==> src/hdl/sactl_pkg.sv <==
`default_nettype none
// ----------------------------------------------------------------------------
// sactl_pkg: shared definitions for the cache tag lookup
// Geometry constants, register codes, metadata row layout and helpers used
// by the tag lookup top level and its replacement unit.
// ----------------------------------------------------------------------------
package sactl_pkg;

   localparam int WAYS       = 8;
   localparam int SET_COUNT  = 64;
   localparam int ADDR_BITS  = 48;
   localparam int WAY_BITS   = $clog2(WAYS);
   localparam int SET_BITS   = $clog2(SET_COUNT);
   localparam int OFF_BITS   = 3;
   localparam int TAG_BITS   = ADDR_BITS - SET_BITS;
   localparam int TREE_BITS  = WAYS - 1;
   localparam int NODE_BITS  = WAY_BITS;
   localparam int LFSR_BITS  = 16;
   localparam int COUNT_BITS = 32;
   localparam int CSR_IDX_BITS  = 2;
   localparam int CSR_DATA_BITS = 8;
   localparam int TAG_ADDR_BITS = SET_BITS + WAY_BITS;

   localparam logic [LFSR_BITS-1:0]  LFSR_TAPS = 16'hB400;
   localparam logic [LFSR_BITS-1:0]  LFSR_SEED = 16'h0001;
   localparam logic [COUNT_BITS-1:0] COUNT_MAX = '1;

   // Replacement mode codes.
   localparam logic [1:0] REPL_LRU    = 2'd0;
   localparam logic [1:0] REPL_RANDOM = 2'd1;
   localparam logic [1:0] REPL_TREE   = 2'd2;

   // Register indexes on the configuration port.
   localparam logic [CSR_IDX_BITS-1:0] CSR_MODE   = 2'd0;
   localparam logic [CSR_IDX_BITS-1:0] CSR_ALLOC  = 2'd1;
   localparam logic [CSR_IDX_BITS-1:0] CSR_OFFSET = 2'd2;

   localparam logic [1:0]          MODE_RESET   = REPL_LRU;
   localparam logic                ALLOC_RESET  = 1'b1;
   localparam logic [OFF_BITS-1:0] OFFSET_RESET = 3'd6;

   typedef logic [WAY_BITS-1:0] way_type;

   // One row of per-set metadata: valid bits, recency order (position 0 is
   // most recent) and tree pseudo-LRU node bits.
   typedef struct packed {
      logic [WAYS-1:0]      valid;
      way_type [WAYS-1:0]   order;
      logic [TREE_BITS-1:0] tree;
   } meta_type;

   localparam int META_BITS = $bits(meta_type);

   typedef struct packed {
      way_type  way;
      logic     filled;
      logic     lfsr_step;
      meta_type meta;
   } repl_type;

   typedef enum logic [1:0] {
      ST_IDLE,
      ST_READ,
      ST_SCAN,
      ST_UPDATE
   } state_type;

   // Contents of a row that has never been written.
   function automatic meta_type meta_reset();
      meta_type m;
      m.valid = '0;
      m.tree  = '0;
      for (int i = 0; i < WAYS; i++) begin
         m.order[i] = WAY_BITS'(i);
      end
      return m;
   endfunction

endpackage
`default_nettype wire

==> src/hdl/sactl_repl.sv <==
`default_nettype none
// ----------------------------------------------------------------------------
// sactl_repl: way selection and replacement bookkeeping
// Picks the way for a hit or fill (free way, LRU, random or tree victim) and
// produces the updated metadata row for the set.
// ----------------------------------------------------------------------------
module sactl_repl import sactl_pkg::*; (
   input  wire meta_type             meta_in,
   input  wire logic                 hit,
   input  wire way_type              hit_way,
   input  wire logic                 alloc_en,
   input  wire logic [1:0]           mode,
   input  wire logic [LFSR_BITS-1:0] lfsr,
   output logic [LFSR_BITS-1:0]      lfsr_next,
   output repl_type                  result
);

   logic    free_found;
   way_type free_way;
   way_type tree_way;
   way_type victim_way;
   way_type sel_way;
   logic    touch_en;
   logic    fill;
   meta_type meta_out;

   // Walk the tree: a clear node bit sends the walk to the lower half.
   function automatic way_type walk_tree(logic [TREE_BITS-1:0] bits);
      int lo;
      int hi;
      int mid;
      int node;
      lo   = 0;
      hi   = WAYS;
      node = 0;
      for (int k = 0; k < WAY_BITS; k++) begin
         if (hi - lo > 1) begin
            mid = (lo + hi) >> 1;
            if (node < TREE_BITS && !bits[NODE_BITS'(node)]) begin
               node = 2 * node + 1;
               hi   = mid;
            end else begin
               node = 2 * node + 2;
               lo   = mid;
            end
         end
      end
      return WAY_BITS'(lo);
   endfunction

   // Point the tree nodes on the path of way w away from it.
   function automatic logic [TREE_BITS-1:0] mark_tree(logic [TREE_BITS-1:0] bits,
                                                      way_type w);
      logic [TREE_BITS-1:0] t;
      int lo;
      int hi;
      int mid;
      int node;
      t    = bits;
      lo   = 0;
      hi   = WAYS;
      node = 0;
      for (int k = 0; k < WAY_BITS; k++) begin
         if (hi - lo > 1) begin
            mid = (lo + hi) >> 1;
            if (int'(w) < mid) begin
               if (node < TREE_BITS) t[NODE_BITS'(node)] = 1'b1;
               node = 2 * node + 1;
               hi   = mid;
            end else begin
               if (node < TREE_BITS) t[NODE_BITS'(node)] = 1'b0;
               node = 2 * node + 2;
               lo   = mid;
            end
         end
      end
      return t;
   endfunction

   always_comb begin
      free_found = 1'b0;
      free_way   = '0;
      for (int i = WAYS - 1; i >= 0; i--) begin
         if (!meta_in.valid[i]) begin
            free_found = 1'b1;
            free_way   = WAY_BITS'(i);
         end
      end
   end

   assign lfsr_next = {1'b0, lfsr[LFSR_BITS-1:1]} ^ (lfsr[0] ? LFSR_TAPS : '0);
   assign tree_way  = walk_tree(meta_in.tree);

   always_comb begin
      case (mode)
         REPL_RANDOM: victim_way = lfsr_next[WAY_BITS-1:0];
         REPL_TREE:   victim_way = tree_way;
         default:     victim_way = meta_in.order[WAYS-1];
      endcase
   end

   assign fill     = !hit && alloc_en;
   assign touch_en = hit || alloc_en;
   assign sel_way  = hit ? hit_way : (free_found ? free_way : victim_way);

   // Move the selected way to the top of the recency order.
   always_comb begin
      int pos;
      pos = WAYS - 1;
      for (int i = WAYS - 1; i >= 0; i--) begin
         if (meta_in.order[i] == sel_way) pos = i;
      end
      meta_out = meta_in;
      if (touch_en) begin
         meta_out.order[0] = sel_way;
         for (int i = 1; i < WAYS; i++) begin
            if (i <= pos) meta_out.order[i] = meta_in.order[i-1];
         end
         meta_out.tree           = mark_tree(meta_in.tree, sel_way);
         meta_out.valid[sel_way] = 1'b1;
      end
   end

   always_comb begin
      result.way       = touch_en ? sel_way : '0;
      result.filled    = fill;
      result.lfsr_step = fill && !free_found && (mode == REPL_RANDOM);
      result.meta      = meta_out;
   end

endmodule
`default_nettype wire
==> config.mk <==
export PLATFORM = sky130hd
export DESIGN_NAME = sactl_repl
export DESIGN_NICKNAME = d
export VERILOG_FILES = /design/src/hdl/sactl_pkg.sv /design/src/hdl/sactl_repl.sv
export SDC_FILE = /design/constraint.sdc
export NUM_CORES = 1
export LEC_CHECK = 0
export BUFFER_PORTS_ARGS = -buffer_cell sky130_fd_sc_hd__buf_2
export CAP_MARGIN = 20
export CELL_PAD_IN_SITES_DETAIL_PLACEMENT = 1
export CELL_PAD_IN_SITES_GLOBAL_PLACEMENT = 2
export CORE_MARGIN = 2
export CORE_UTILIZATION = 21
export DETAILED_ROUTE_END_ITERATION = 10
export GPL_TIMING_DRIVEN = 0
export PLACE_DENSITY = 0.93
export SYNTH_ARGS = -nofsm -noshare
export SYNTH_HDL_FRONTEND = slang
export SYNTH_SLANG_ARGS = --single-unit
==> constraint.sdc <==
create_clock -name vclk -period 5.45
set_input_delay 0.8175 -clock vclk [all_inputs]
set_output_delay 0.8175 -clock vclk [all_outputs]
set_load 0.005 [all_outputs]
==> results.json <==
{
  "status": "complete, no violations",
  "drc": 0,
  "seq_cell_count": 0,
  "ant_nets": 0,
  "max_freq_mhz": 193,
  "io_pins": 122,
  "endpoint_kind": "primary output",
  "gp_congestion": 0.856,
  "routed_wirelength_mm": 6.67,
  "synth_cells": 224,
  "die_w_um": 92.5,
  "arrival_ns": 4.37,
  "via_per_inst": 4.90,
  "diodes": 0,
  "irDropWorstVdd_mv": 0.0244,
  "nClkBuffers": 0,
  "fp.dieH_um": 92.5,
  "required_ns": 4.63,
  "core_area_um2": 7650,
  "rsz0062_at_grt": "false",
  "final_nets": 413,
  "timing.slew.headroom_pct": 58.8,
  "dp_slack_ns": 0.159,
  "syn_nets": 298,
  "ys_top_cells_by_count": "nand2_1 (17), buf_4 (14), nor2_1 (14)",
  "ff_latch_area_um2": 0,
  "fin_crit_sh_pct": 95.2,
  "synth_cell_types": 58,
  "grt.overflow.total": 0,
  "synth_area_leaders": "ha_1 (9.1%), mux2_2 (8.9%), xor2_1 (6.9%), buf_4 (6.4%), xnor2_1 (5.3%)",
  "setup_tns_ns": 0,
  "min_path_cells": 2,
  "syn_avg_cell_area_um2": 7.35,
  "path_class": "in2out",
  "grt_pass1_vias": 2189,
  "drtPass1Iterations": 4,
  "final-hold-violation-count": 0,
  "drv_slew": 0,
  "io_buffers": 111,
  "die_area_um2": 8560,
  "area_growth_pct": 42.9,
  "dp_hpwl_mm": 5.84,
  "vias": 2153,
  "initialDrtViolationCount": 56,
  "worstHoldEndpoint": "lfsr_next[14]",
  "netlist.area_leader.share_pct": 9.13,
  "rows": 32,
  "period_needed_ns": 5.19,
  "finalWorstSetupSlack_ns": 0.260,
  "hold_class": "in2out",
  "grt_max_degree": 12,
  "yosys.cell_count.top_type": "nand2_1",
  "min_from": "lfsr[15]",
  "grt_use_total_pct": 14.9,
  "drive_above_1_share_pct": 48.4,
  "cp_max_fo": 6,
  "seq_area_frac_synth_pct": 0,
  "synth_largest_area_cell": "ha_1",
  "power_density_nw_per_um2": 112,
  "ys.warnings.count": 0,
  "start_util_pct": 21.5,
  "holdBufCountCts": 0,
  "fin_util_pct": 30.7,
  "grt_pass1_wl_mm": 10.6,
  "startpoint_type": "primary input",
  "setup_viol": 0,
  "synth_area_um2": 1650,
  "wire_per_inst_um": 15.2,
  "fillCellCount": 985,
  "p_leak_uw": 0.00117,
  "max_cap_viol_count": 0,
  "antenna_found_initial": 0,
  "tightest_slew_ns": 0.601
}
timing repair:
action / in CTS / in global routing
endpoints found under the setup margin: 0 / 4
resized for setup: 0 / 1
setup buffers: 0 / 2
final cells by class:
type	instances	area (µm²)	area share (%)
timing repair buffer	113	571	24.3
multi-input combinational	186	1460	61.9
tap	102	128	5.43
inverter	16	60.1	2.55
buffer	22	136	5.80
cells in the final DEF, fill, tap and decap left out, types with 2 or more instances in the layout:
master and instances:
a211oi_1 3, a21boi_0 2, a21o_1 4, a21oi_1 7, a22oi_1 2, a31o_2 5, and4_1 2, buf_2 112
buf_4 16, clkbuf_1 6, ha_1 12, inv_1 13, inv_2 2, mux2_1 3, mux2_2 13, mux2_4 3
mux2i_1 5, nand2_1 17, nand2b_1 4, nand3_1 5, nand4_1 2, nor2_1 14, nor2b_1 5, nor3_1 2
nor4_1 5, o2111ai_1 2, o21ai_0 13, o21bai_1 2, o221a_2 3, o22ai_1 2, o31a_1 2, or3_1 2
xnor2_1 10, xor2_1 13
critical path: stages:
cell	delay [ns]
buf_2	0.14
mux2i_2	0.32
ha_1	0.35
mux2_2	0.25
nor4_1	0.04
or4b_4	0.57
o31ai_2	0.44
mux2i_1	0.33
o221a_2	0.21
o21ai_1	0.28
or2_4	0.20
mux2_4	0.29
buf_2	0.12
worst max-delay path by stage:
stage | cells past startpoint | start | end | slack, ns
2_1_floorplan | 11 | meta_in[0] | result[28] | 0.77
3_3_place_gp | 13 | meta_in[0] | result[28] | 0.20
3_5_place_dp | 13 | meta_in[0] | result[28] | 0.16
4_1_cts | 13 | meta_in[0] | result[29] | 0.15
5_1_grt | 13 | meta_in[0] | result[27] | 0.02
6_report | 13 | meta_in[0] | result[27] | 0.26
per-stage QoR:
| stage | std cells | instance area, µm² | hold WS [ns] | total power (µW) |
|---|---|---|---|---|
| after floorplan | 224 | 1650 | 1.69 | 156 |
| after global placement | 437 | 2330 | 1.80 | 253 |
| final | 439 | 2350 | 1.80 | 262 |
| after global routing | 439 | 2350 | 1.81 | 292 |
| after CTS | 437 | 2330 | 1.80 | 261 |
| after detailed placement | 437 | 2330 | 1.80 | 260 |
logic make-up after synthesis:
group	after synthesis	share of synthesized area, %
simple gates	66	21.5
compound gates	60	27.6
buf+inv	38	11.9
mux	25	17.6
xor+xnor	23	12.2
fa+ha+maj	12	9.13
power breakdown:
part | switching [µW] | internal [µW]
registers | 0 | 0
clock network | 0 | 0
logic | 133 | 130
total | 133 | 130
routing by layer:
layer	wire, µm	vias up	track usage (%)
met4	67	0	1.37
met3	435	7	1.55
met1	2890	1034	19.0
met2	3280	76	28.0
li1	-	1036	-
met5	0	-	0
(Power assumes the default switching activity.)
