## config.mk

```make
export PLATFORM = sky130hd
export DESIGN_NAME = sactl_ram
export DESIGN_NICKNAME = d
export VERILOG_FILES = /design/src/hdl/sactl_ram.sv
export SDC_FILE = /design/constraint.sdc
export NUM_CORES = 1
export LEC_CHECK = 0
export BUFFER_PORTS_ARGS = -buffer_cell sky130_fd_sc_hd__buf_2
export CAP_MARGIN = 20
export CORE_MARGIN = 1
export CORE_UTILIZATION = 25
export CTS_CLUSTER_DIAMETER = 40
export DETAILED_ROUTE_END_ITERATION = 10
export PLACE_DENSITY = 0.39
export SKIP_CTS_REPAIR_TIMING = 1
export SLEW_MARGIN = 0
export SYNTH_ARGS = -nofsm -noshare
export SYNTH_HDL_FRONTEND = slang
export SYNTH_SLANG_ARGS = --single-unit
```

## constraint.sdc

```tcl
create_clock -name clock -period 4.9 [get_ports clock]
set_input_delay 1.225 -clock clock [delete_from_list [all_inputs] [get_ports clock]]
set_output_delay 1.225 -clock clock [all_outputs]
set_load 0.03 [all_outputs]
```

## src/hdl/sactl_ram.sv

```systemverilog
`default_nettype none
// ----------------------------------------------------------------------------
// sactl_ram: generic single-port-write, single-port-read RAM
// One write and one registered read per cycle; read data holds until the
// next read enable.
// ----------------------------------------------------------------------------
module sactl_ram #(
   parameter int WIDTH = 8,
   parameter int DEPTH = 16
) (
   input  wire logic                     clock,
   input  wire logic                     wr_en,
   input  wire logic [$clog2(DEPTH)-1:0] wr_addr,
   input  wire logic [WIDTH-1:0]         wr_data,
   input  wire logic                     rd_en,
   input  wire logic [$clog2(DEPTH)-1:0] rd_addr,
   output logic      [WIDTH-1:0]         rd_data
);

   logic [WIDTH-1:0] mem_ff [DEPTH];
   logic [WIDTH-1:0] rd_data_ff;

   always_ff @(posedge clock) begin
      if (wr_en) begin
         mem_ff[wr_addr] <= wr_data;
      end
      if (rd_en) begin
         rd_data_ff <= mem_ff[rd_addr];
      end
   end

   assign rd_data = rd_data_ff;

endmodule
`default_nettype wire

```

==> flow_summary.yaml, run 1 <==
outcome:
  status: "complete, no violations"
cts:
  h-tree-depth: 4
  cts_made_buffers: 17
  insertion_delay_ns: 0.42
  cts_tree: "built"
  cts.root.buffer_cell: "clkbuf_16"
  path_clk_slew_ns: 0.06
  cts_sinks: 136
  clock_path_buffers: 2
pwr:
  p_per_area_nw_per_um2: 435
  leakagePower_nw: 2.01
  peakVddDrop_uv: 229
  p_total_w: 0.00271
die:
  initial_core_util_pct: 25.7
  core_um2: 20400
  ios: 27
  die-height_um: 147
  rows: 52
  die_area_um2: 21500
  die_w_um: 147
routing:
  drc: 0
  drt_pass1_iterations: 5
  drt_iter0_drc: 144
  wl_per_cell_um: 21.1
  viasPerCell: 4.28
  vias: 2360
  drtAntennaViolNets: 0
  wirelength_um: 11600
finish:
  nFillCells: 1961
  diodes: 0
  nets: 287
  fin_cells: 551
  layout-drive-gt1-share_pct: 28.8
  area_growth_pct: 19.3
grt:
  grt_pass1_vias: 2565
  antenna_found_initial: 0
  grt_pass1_wl_um: 17400
  grt_max_degree: 33
  top_usage_layer: "met2"
  overflow: 0
  use_met3_pct: 3.72
  met2_usage_pct: 18.7
  use_met1_pct: 15.2
  grt.total_usage_pct: 11.9
synth:
  synth_ff_type: "edfxtp_1"
  synthCells: 229
  ys_types: 18
  synth-edff-count: 136
  yosysTopAreaCellShare_pct: 78.1
  ys_async_sr_fraction_pct: 0
  synthTopCellsByCount: "136 x edfxtp_1, 18 x mux4_2, 16 x a22oi_1, 14 x mux4_1, 13 x nor2_1"
  yosysMostFrequentCell: "edfxtp_1"
  syn-cell-area_um2: 5230
  synth_top_area_cell: "edfxtp_1"
  ys_seq_area_share_pct: 78.1
  synth-seq-cells: 136
  yosysWarnings: 0
  synth_area_leaders: "edfxtp_1 78%, mux4_2 7.8%, mux4_1 7.0%"
  avgSynthCellArea_um2: 22.8
  synth_nets: 248
setup_path:
  path_class: "primary input to flip-flop"
  reg2reg_slack_ns: 3.37
  start_kind: "primary input"
  ff2ff_path_depth: 3
  critPathMaxFanout: 14
  cp.required_ns: 5.06
  r2r-start: "mem_ff[9][3]"
  cp-end-kind: "flip-flop"
  arrival_ns: 2.89
  timing.rr.end: "rd_data[3]"
timing:
  finalHoldViolCount: 0
  fin_crit_sh_pct: 55.6
  slew_headroom_pct: 31.0
  setup_viol: 0
  drv_slew: 0
  tightest_slew_ns: 1.03
  rsz0062_at_grt: "false"
  max_freq_ghz: 0.367
  whs_ns: 0.747
  fin_tns_setup_ns: 0
  finClkSkew_ns: 0.00541
  min_period_ns: 2.73
placement:
  dp_hpwl_um: 7520
  dp_cells: 519
  port_buffers: 26
  place_congestion: 0.680
min_path:
  worstHoldEndpoint: "rd_data[2]"
  min_from: "mem_ff[4][2]"
  hold_depth: 3
  hold_class: "flip-flop to flip-flop"
run:
  drv_cap: 0
-- worst max-delay path by stage --
stage / start / endpoint / cells after the start
floorplan: wr_addr[2] / mem_ff[0][0] / 2
global placement: rd_addr[0] / rd_data[7] / 5
detailed placement: rd_addr[0] / rd_data[7] / 5
CTS: rd_addr[0] / rd_data[7] / 5
global route: rd_addr[0] / rd_data[7] / 5
finish: rd_addr[0] / rd_data[0] / 5
-- cell usage in the layout, fill, tap and decap left out, drive strengths merged --
| cell | count |
|---|---|
| nand3b | 2 |
| edfxtp | 136 |
| nor2b | 1 |
| bufinv | 3 |
| nand2b | 2 |
| nor3 | 4 |
| clkbuf | 19 |
| clkinv | 7 |
| and2 | 1 |
| or3b | 1 |
| nand2 | 9 |
| mux4 | 32 |
| nor2 | 13 |
| nand3 | 1 |
| a22oi | 16 |
| buf | 30 |
| and2b | 1 |
| clkinvlp | 3 |
-- state kept, by name, indices dropped and copies added, names as in the netlist --
name,cells
mem_ff,128
rd_data,8
-- layout make-up --
cell class	instances	area [um2]	share of cell area [%]
sequential	136	4080	65.5
multi-input combinational	83	1070	17.1
clock buffer	19	433	6.94
tap	270	338	5.42
timing repair buffer	30	160	2.57
clock inverter	13	155	2.49
-- metrics by stage --
step / setup slack [ns] / instance area, um2 / util (%)
global route: 2.05 / 6240 / 30.6
CTS: 2.11 / 6240 / 30.6
detailed placement: 1.66 / 5650 / 27.7
floorplan: 2.18 / 5230 / -
finish: 2.17 / 6240 / 30.6
global placement: 1.65 / 5650 / 27.7
-- report_power, final --
part           switching, W  leakage, nW  internal [W]
Sequential       0.00000771         1.24       0.00131
Clock              0.000467        0.282      0.000795
Combinational     0.0000826        0.496     0.0000467
-- cells by family (layout without fill, tap and decap cells) --
| family | count (synthesis) | after routing | share of synthesized area (%) |
|---|---|---|---|
| muxes | 32 | 32 | 14.8 |
| buffers and inverters | 10 | 62 | 1.65 |
| DFF | 136 | 136 | 78.1 |
| AOI/OAI and AO/OA | 16 | 16 | 2.30 |
| and+or+nand+nor | 35 | 35 | 3.14 |
-- routing by layer --
layer,share of wire [%],up-vias,wire length (um)
met5,0,-,0
li1,-,1062,-
met2,49,36,5750
met4,1.2,0,135
met3,3.0,11,347
met1,46,1251,5400
-- critical path, cell delays in order --
cell and delay [ns]:
buf_2 0.38, buf_4 0.38, mux4_1 0.58, a22oi_1 0.23, nand2_1 0.08
(Power assumes the default switching activity.)
==> run 2: changes to the inputs <==
--- a/config.mk
+++ b/config.mk
@@ -11,7 +11,7 @@
 export CORE_UTILIZATION = 25
 export CTS_CLUSTER_DIAMETER = 40
 export DETAILED_ROUTE_END_ITERATION = 10
-export PLACE_DENSITY = 0.39
+export PLACE_DENSITY = 0.41
 export SKIP_CTS_REPAIR_TIMING = 1
 export SLEW_MARGIN = 0
 export SYNTH_ARGS = -nofsm -noshare
==> constraint.sdc (replaced) <==
create_clock -name clock -period 2.23 [get_ports clock]
set_input_delay 0.5575 -clock clock [delete_from_list [all_inputs] [get_ports clock]]
set_output_delay 0.5575 -clock clock [all_outputs]
set_load 0.03 [all_outputs]
==> run 2 against run 1 <==
Setup slack lost 1.7 ns. Power increased by 110%. Cell area up 1.9%. First-iteration DRC count grew 62%.
==> flow_summary.yaml, run 2 (synthesized netlist as in run 1, its figures left out) <==
routing:
  vias: 2438
  viasPerCell: 4.28
  drc: 0
  drt_iter0_drc: 233
  wl_per_cell_um: 20.2
  drtAntennaViolNets: 0
  drt_pass1_iterations: 4
  wirelength_um: 11500
pwr:
  leakagePower_nw: 2.11
  seqPwrFrac_pct: 50.0
  p_total_w: 0.00579
  switchingPower_w: 0.00118
  internal_power_w: 0.00461
  switching_share_pct: 20.4
  p_per_area_nw_per_um2: 911
  peakVddDrop_uv: 491
  p_clk_share_pct: 44.6
  comb_power_share_pct: 5.4
placement:
  dp_cells: 539
  dpl_cell_area_um2: 5810
  dp_hpwl_um: 7340
  place_congestion: 0.660
  port_buffers: 26
grt:
  grt.total_usage_pct: 11.8
  antenna_found_initial: 0
  overflow: 0
  grt_max_degree: 33
  grt_pass1_vias: 2598
  grt_pass1_wl_um: 17300
finish:
  regArea_um2: 4080
  diodes: 0
  final_util_pct: 31.2
  multi_input_area_um2: 1060
  nets: 307
  nFillCells: 1969
  layout-drive-gt1-share_pct: 31.7
  fin_cells: 570
  final_cell_mix: "136 x edfxtp_1, 26 x buf_2, 22 x buf_4, 18 x mux4_2, 17 x clkbuf_16"
  area_growth_pct: 21.6
  design_area_um2: 6360
  regMostFlops: "mem_ff"
  largest_reg_flops: 128
  layout_commonest_cell: "edfxtp_1"
cts:
  h-tree-depth: 4
  path_clk_slew_ns: 0.06
  cts_tree: "built"
  cts_made_buffers: 17
  cts_sinks: 136
  cts.root.buffer_cell: "clkbuf_16"
  clock_path_buffers: 2
  insertion_delay_ns: 0.41
setup_path:
  slowest_stage: "mux4_1"
  critPathMaxFanout: 5
  start_kind: "primary input"
  crit_family: "multiplexers"
  critPathBufInv: 2
  arrival_ns: 1.93
  cp.required_ns: 2.38
  cp-end-kind: "flip-flop"
  path_class: "primary input to flip-flop"
  reg2reg_slack_ns: 0.67
  critPathMaxStageDelay_ns: 0.62
  path_cells: "buf_2 > buf_4 > mux4_1 > a22oi_1 > nand2_1"
timing:
  fin_crit_sh_pct: 79.9
  finClkSkew_ns: 0.00737
  drv_slew: 0
  setup_viol: 0
  rsz0062_at_grt: "false"
  tightest_slew_ns: 0.409
  finalHoldViolCount: 0
  slew_headroom_pct: 72.7
  max_freq_ghz: 0.561
  min_period_ns: 1.78
die:
  die_area_um2: 21500
  die-height_um: 147
  core_um2: 20400
  rows: 52
  ios: 27
  die_w_um: 147
  initial_core_util_pct: 25.7
min_path:
  hold_class: "primary input to flip-flop"
run:
  drv_cap: 0
outcome:
  status: "complete, no violations"
==> run 2: worst reg2reg max path, cell delays in order (launching register included) <==
cell and delay (ns):
edfxtp_1 0.36, mux4_1 0.57, a22oi_1 0.28, nand2_1 0.10
==> run 2: metal layers <==
layer  up-vias  GRT usage [%]  wire, um
met1      1274           17.2      5690
met2        58           16.4      5130
met3         9           3.75       606
li1       1097              -         -
met4         0           3.91       115
met5         -              0         0
==> run 2: worst paths after layout <==
path                       from         end  cells after the start
setup / recovery     rd_addr[0]  rd_data[1]                      5
hold / removal            rd_en  rd_data[3]                      1
setup reg to reg   mem_ff[4][1]  rd_data[1]                      3
hold reg to reg   mem_ff[11][3]  rd_data[3]                      3
==> run 2: stage by stage <==
| step | setup slack (ns) | hold WS, ns | TNS, ns |
|---|---|---|---|
| final | 0.449 | 0.510 | 0 |
| after global routing | 0.402 | 0.493 | 0 |
| after CTS | 0.418 | 0.498 | 0 |
| after detailed placement | -0.0247 | 0.761 | -0.0247 |
| after global placement | -0.0309 | 0.752 | -0.0309 |
| after floorplan | 0.180 | 0.656 | 0 |
==> run 2: layout make-up <==
type | instances | share of cell area (%)
clock buffers | 18 | 6.75
flip-flops and latches | 136 | 64.3
well taps | 270 | 5.31
repair buffers | 50 | 5.28
clock inverters | 13 | 1.77
multi-input cells | 83 | 16.6
==> run 2: power by group through the flow <==
stage                     logic [W]  registers [W]  clock network [W]
final                      0.000313        0.00289            0.00258
after global routing       0.000341        0.00290            0.00276
after CTS                  0.000324        0.00290            0.00265
after detailed placement   0.000323        0.00295                  0
after global placement     0.000319        0.00295                  0
after floorplan            0.000145        0.00297                  0
==> run 3: changes to the inputs <==
==> constraint.sdc (replaced) <==
create_clock -name clock -period 1.57 [get_ports clock]
set_input_delay 0.3925 -clock clock [delete_from_list [all_inputs] [get_ports clock]]
set_output_delay 0.3925 -clock clock [all_outputs]
set_load 0.03 [all_outputs]
==> run 3 against run 2 <==
Setup slack worse by 0.38 ns. Clock-buffer cell count unchanged. Routed wire length down 3.2%. Final cell count up 1.9%. Highest routed layer unchanged. Clock skew down 0.00072 ns. Critical endpoint is now rd_data[7]. Hold slack worse by 0.14 ns. Clock power up 48%. Power up 45%. Die area unchanged. Combinational power up 48%.
==> flow_summary.yaml, run 3 (synthesized netlist as in run 1, its figures left out) <==
outcome:
  status: "complete, no violations"
pwr:
  leakagePower_nw: 2.13
  switchingPower_w: 0.00165
  p_per_area_nw_per_um2: 1300
  seqPwrFrac_pct: 49.1
  switching_share_pct: 19.7
  comb_power_share_pct: 5.5
  peakVddDrop_uv: 697
  p_clk_share_pct: 45.4
  internal_power_w: 0.00674
  p_total_w: 0.00839
die:
  ios: 27
  die_w_um: 147
  core_um2: 20400
  die-height_um: 147
  rows: 52
  die_area_um2: 21500
  initial_core_util_pct: 25.7
grt:
  overflow: 0
  antenna_found_initial: 0
  grt.total_usage_pct: 11.3
  use_met1_pct: 15.1
  grt_pass1_wl_um: 16800
  use_met3_pct: 3.06
  top_usage_layer: "met2"
  met2_usage_pct: 17.4
  grt_max_degree: 17
  grt_pass1_vias: 2589
finish:
  final_cell_mix: "136 x edfxtp_1, 31 x mux4_2, 30 x buf_4, 26 x buf_2, 17 x clkbuf_16"
  design_area_um2: 6470
  area_growth_pct: 23.8
  largest_reg_flops: 128
  diodes: 0
  regMostFlops: "mem_ff"
  layout_commonest_cell: "edfxtp_1"
  fin_cells: 581
  nFillCells: 1947
  layout-drive-gt1-share_pct: 39.2
  nets: 318
placement:
  place_congestion: 0.697
  dp_hpwl_um: 7220
  port_buffers: 26
  dp_cells: 550
  dpl_cell_area_um2: 5900
cts:
  cts_sinks: 136
  insertion_delay_ns: 0.41
  cts_made_buffers: 17
  clock_path_buffers: 2
  path_clk_slew_ns: 0.06
  h-tree-depth: 4
  cts.root.buffer_cell: "clkbuf_16"
  cts_tree: "built"
routing:
  vias: 2447
  drc: 0
  viasPerCell: 4.21
  drtAntennaViolNets: 0
  drt_iter0_drc: 153
  wl_per_cell_um: 19.2
  wirelength_um: 11200
  drt_pass1_iterations: 4
timing:
  fin_crit_sh_pct: 95.5
  drv_slew: 0
  finClkSkew_ns: 0.00665
  slew_headroom_pct: 48.5
  setup_viol: 0
  finalHoldViolCount: 0
  min_period_ns: 1.50
  whs_ns: 0.369
  max_freq_ghz: 0.667
  tightest_slew_ns: 0.771
  rsz0062_at_grt: "false"
setup_path:
  start_kind: "primary input"
  critPathMaxFanout: 15
  path_class: "primary input to flip-flop"
  arrival_ns: 1.65
  cp.required_ns: 1.72
  cp-end-kind: "flip-flop"
run:
  drv_cap: 0
min_path:
  hold_class: "primary input to flip-flop"
## run 3: layout make-up
cell class	instances	area, um2	area share, %
well taps	270	338	5.22
repair buffers	61	455	7.04
multi-input cells	83	1030	15.9
flip-flops and latches	136	4080	63.1
clock buffers	18	429	6.63
clock inverters	13	136	2.11
## run 3: metal layers
layer	routed length [um]	vias to the layer above
li1	-	1105
met1	5280	1272
met2	5330	58
met3	418	12
met4	144	0
met5	0	-
## run 3: worst paths after layout
kind,from,slack [ns],to,cells after the start
max reg2reg,mem_ff[3][6],0.12,rd_data[6],4
min reg2reg,mem_ff[2][4],0.76,rd_data[4],3
min,rd_en,0.37,rd_data[1],1
max,rd_addr[0],0.07,rd_data[7],6
## run 3: power by group through the flow
| stage | sequential, W | combinational (W) | clock, W |
|---|---|---|---|
| finish | 0.00412 | 0.000463 | 0.00381 |
| CTS | 0.00412 | 0.000477 | 0.00390 |
| global placement | 0.00419 | 0.000472 | 0 |
| global route | 0.00412 | 0.000504 | 0.00405 |
| floorplan | 0.00422 | 0.000226 | 0 |
| detailed placement | 0.00419 | 0.000476 | 0 |
## run 3: per-stage QoR
step                util [%]  setup TNS [ns]  setup WS [ns]
floorplan                  -           -2.87        -0.0886
global placement        29.0           -6.35         -0.437
detailed placement      29.0           -6.34         -0.413
CTS                     31.8               0         0.0263
global route            31.8               0         0.0132
finish                  31.8               0         0.0706
## run 3: critical path, stage by stage
cell     delay [ns]
buf_2          0.14
buf_12         0.18
buf_4          0.13
mux4_2         0.49
a22oi_1        0.25
nand2_1        0.07
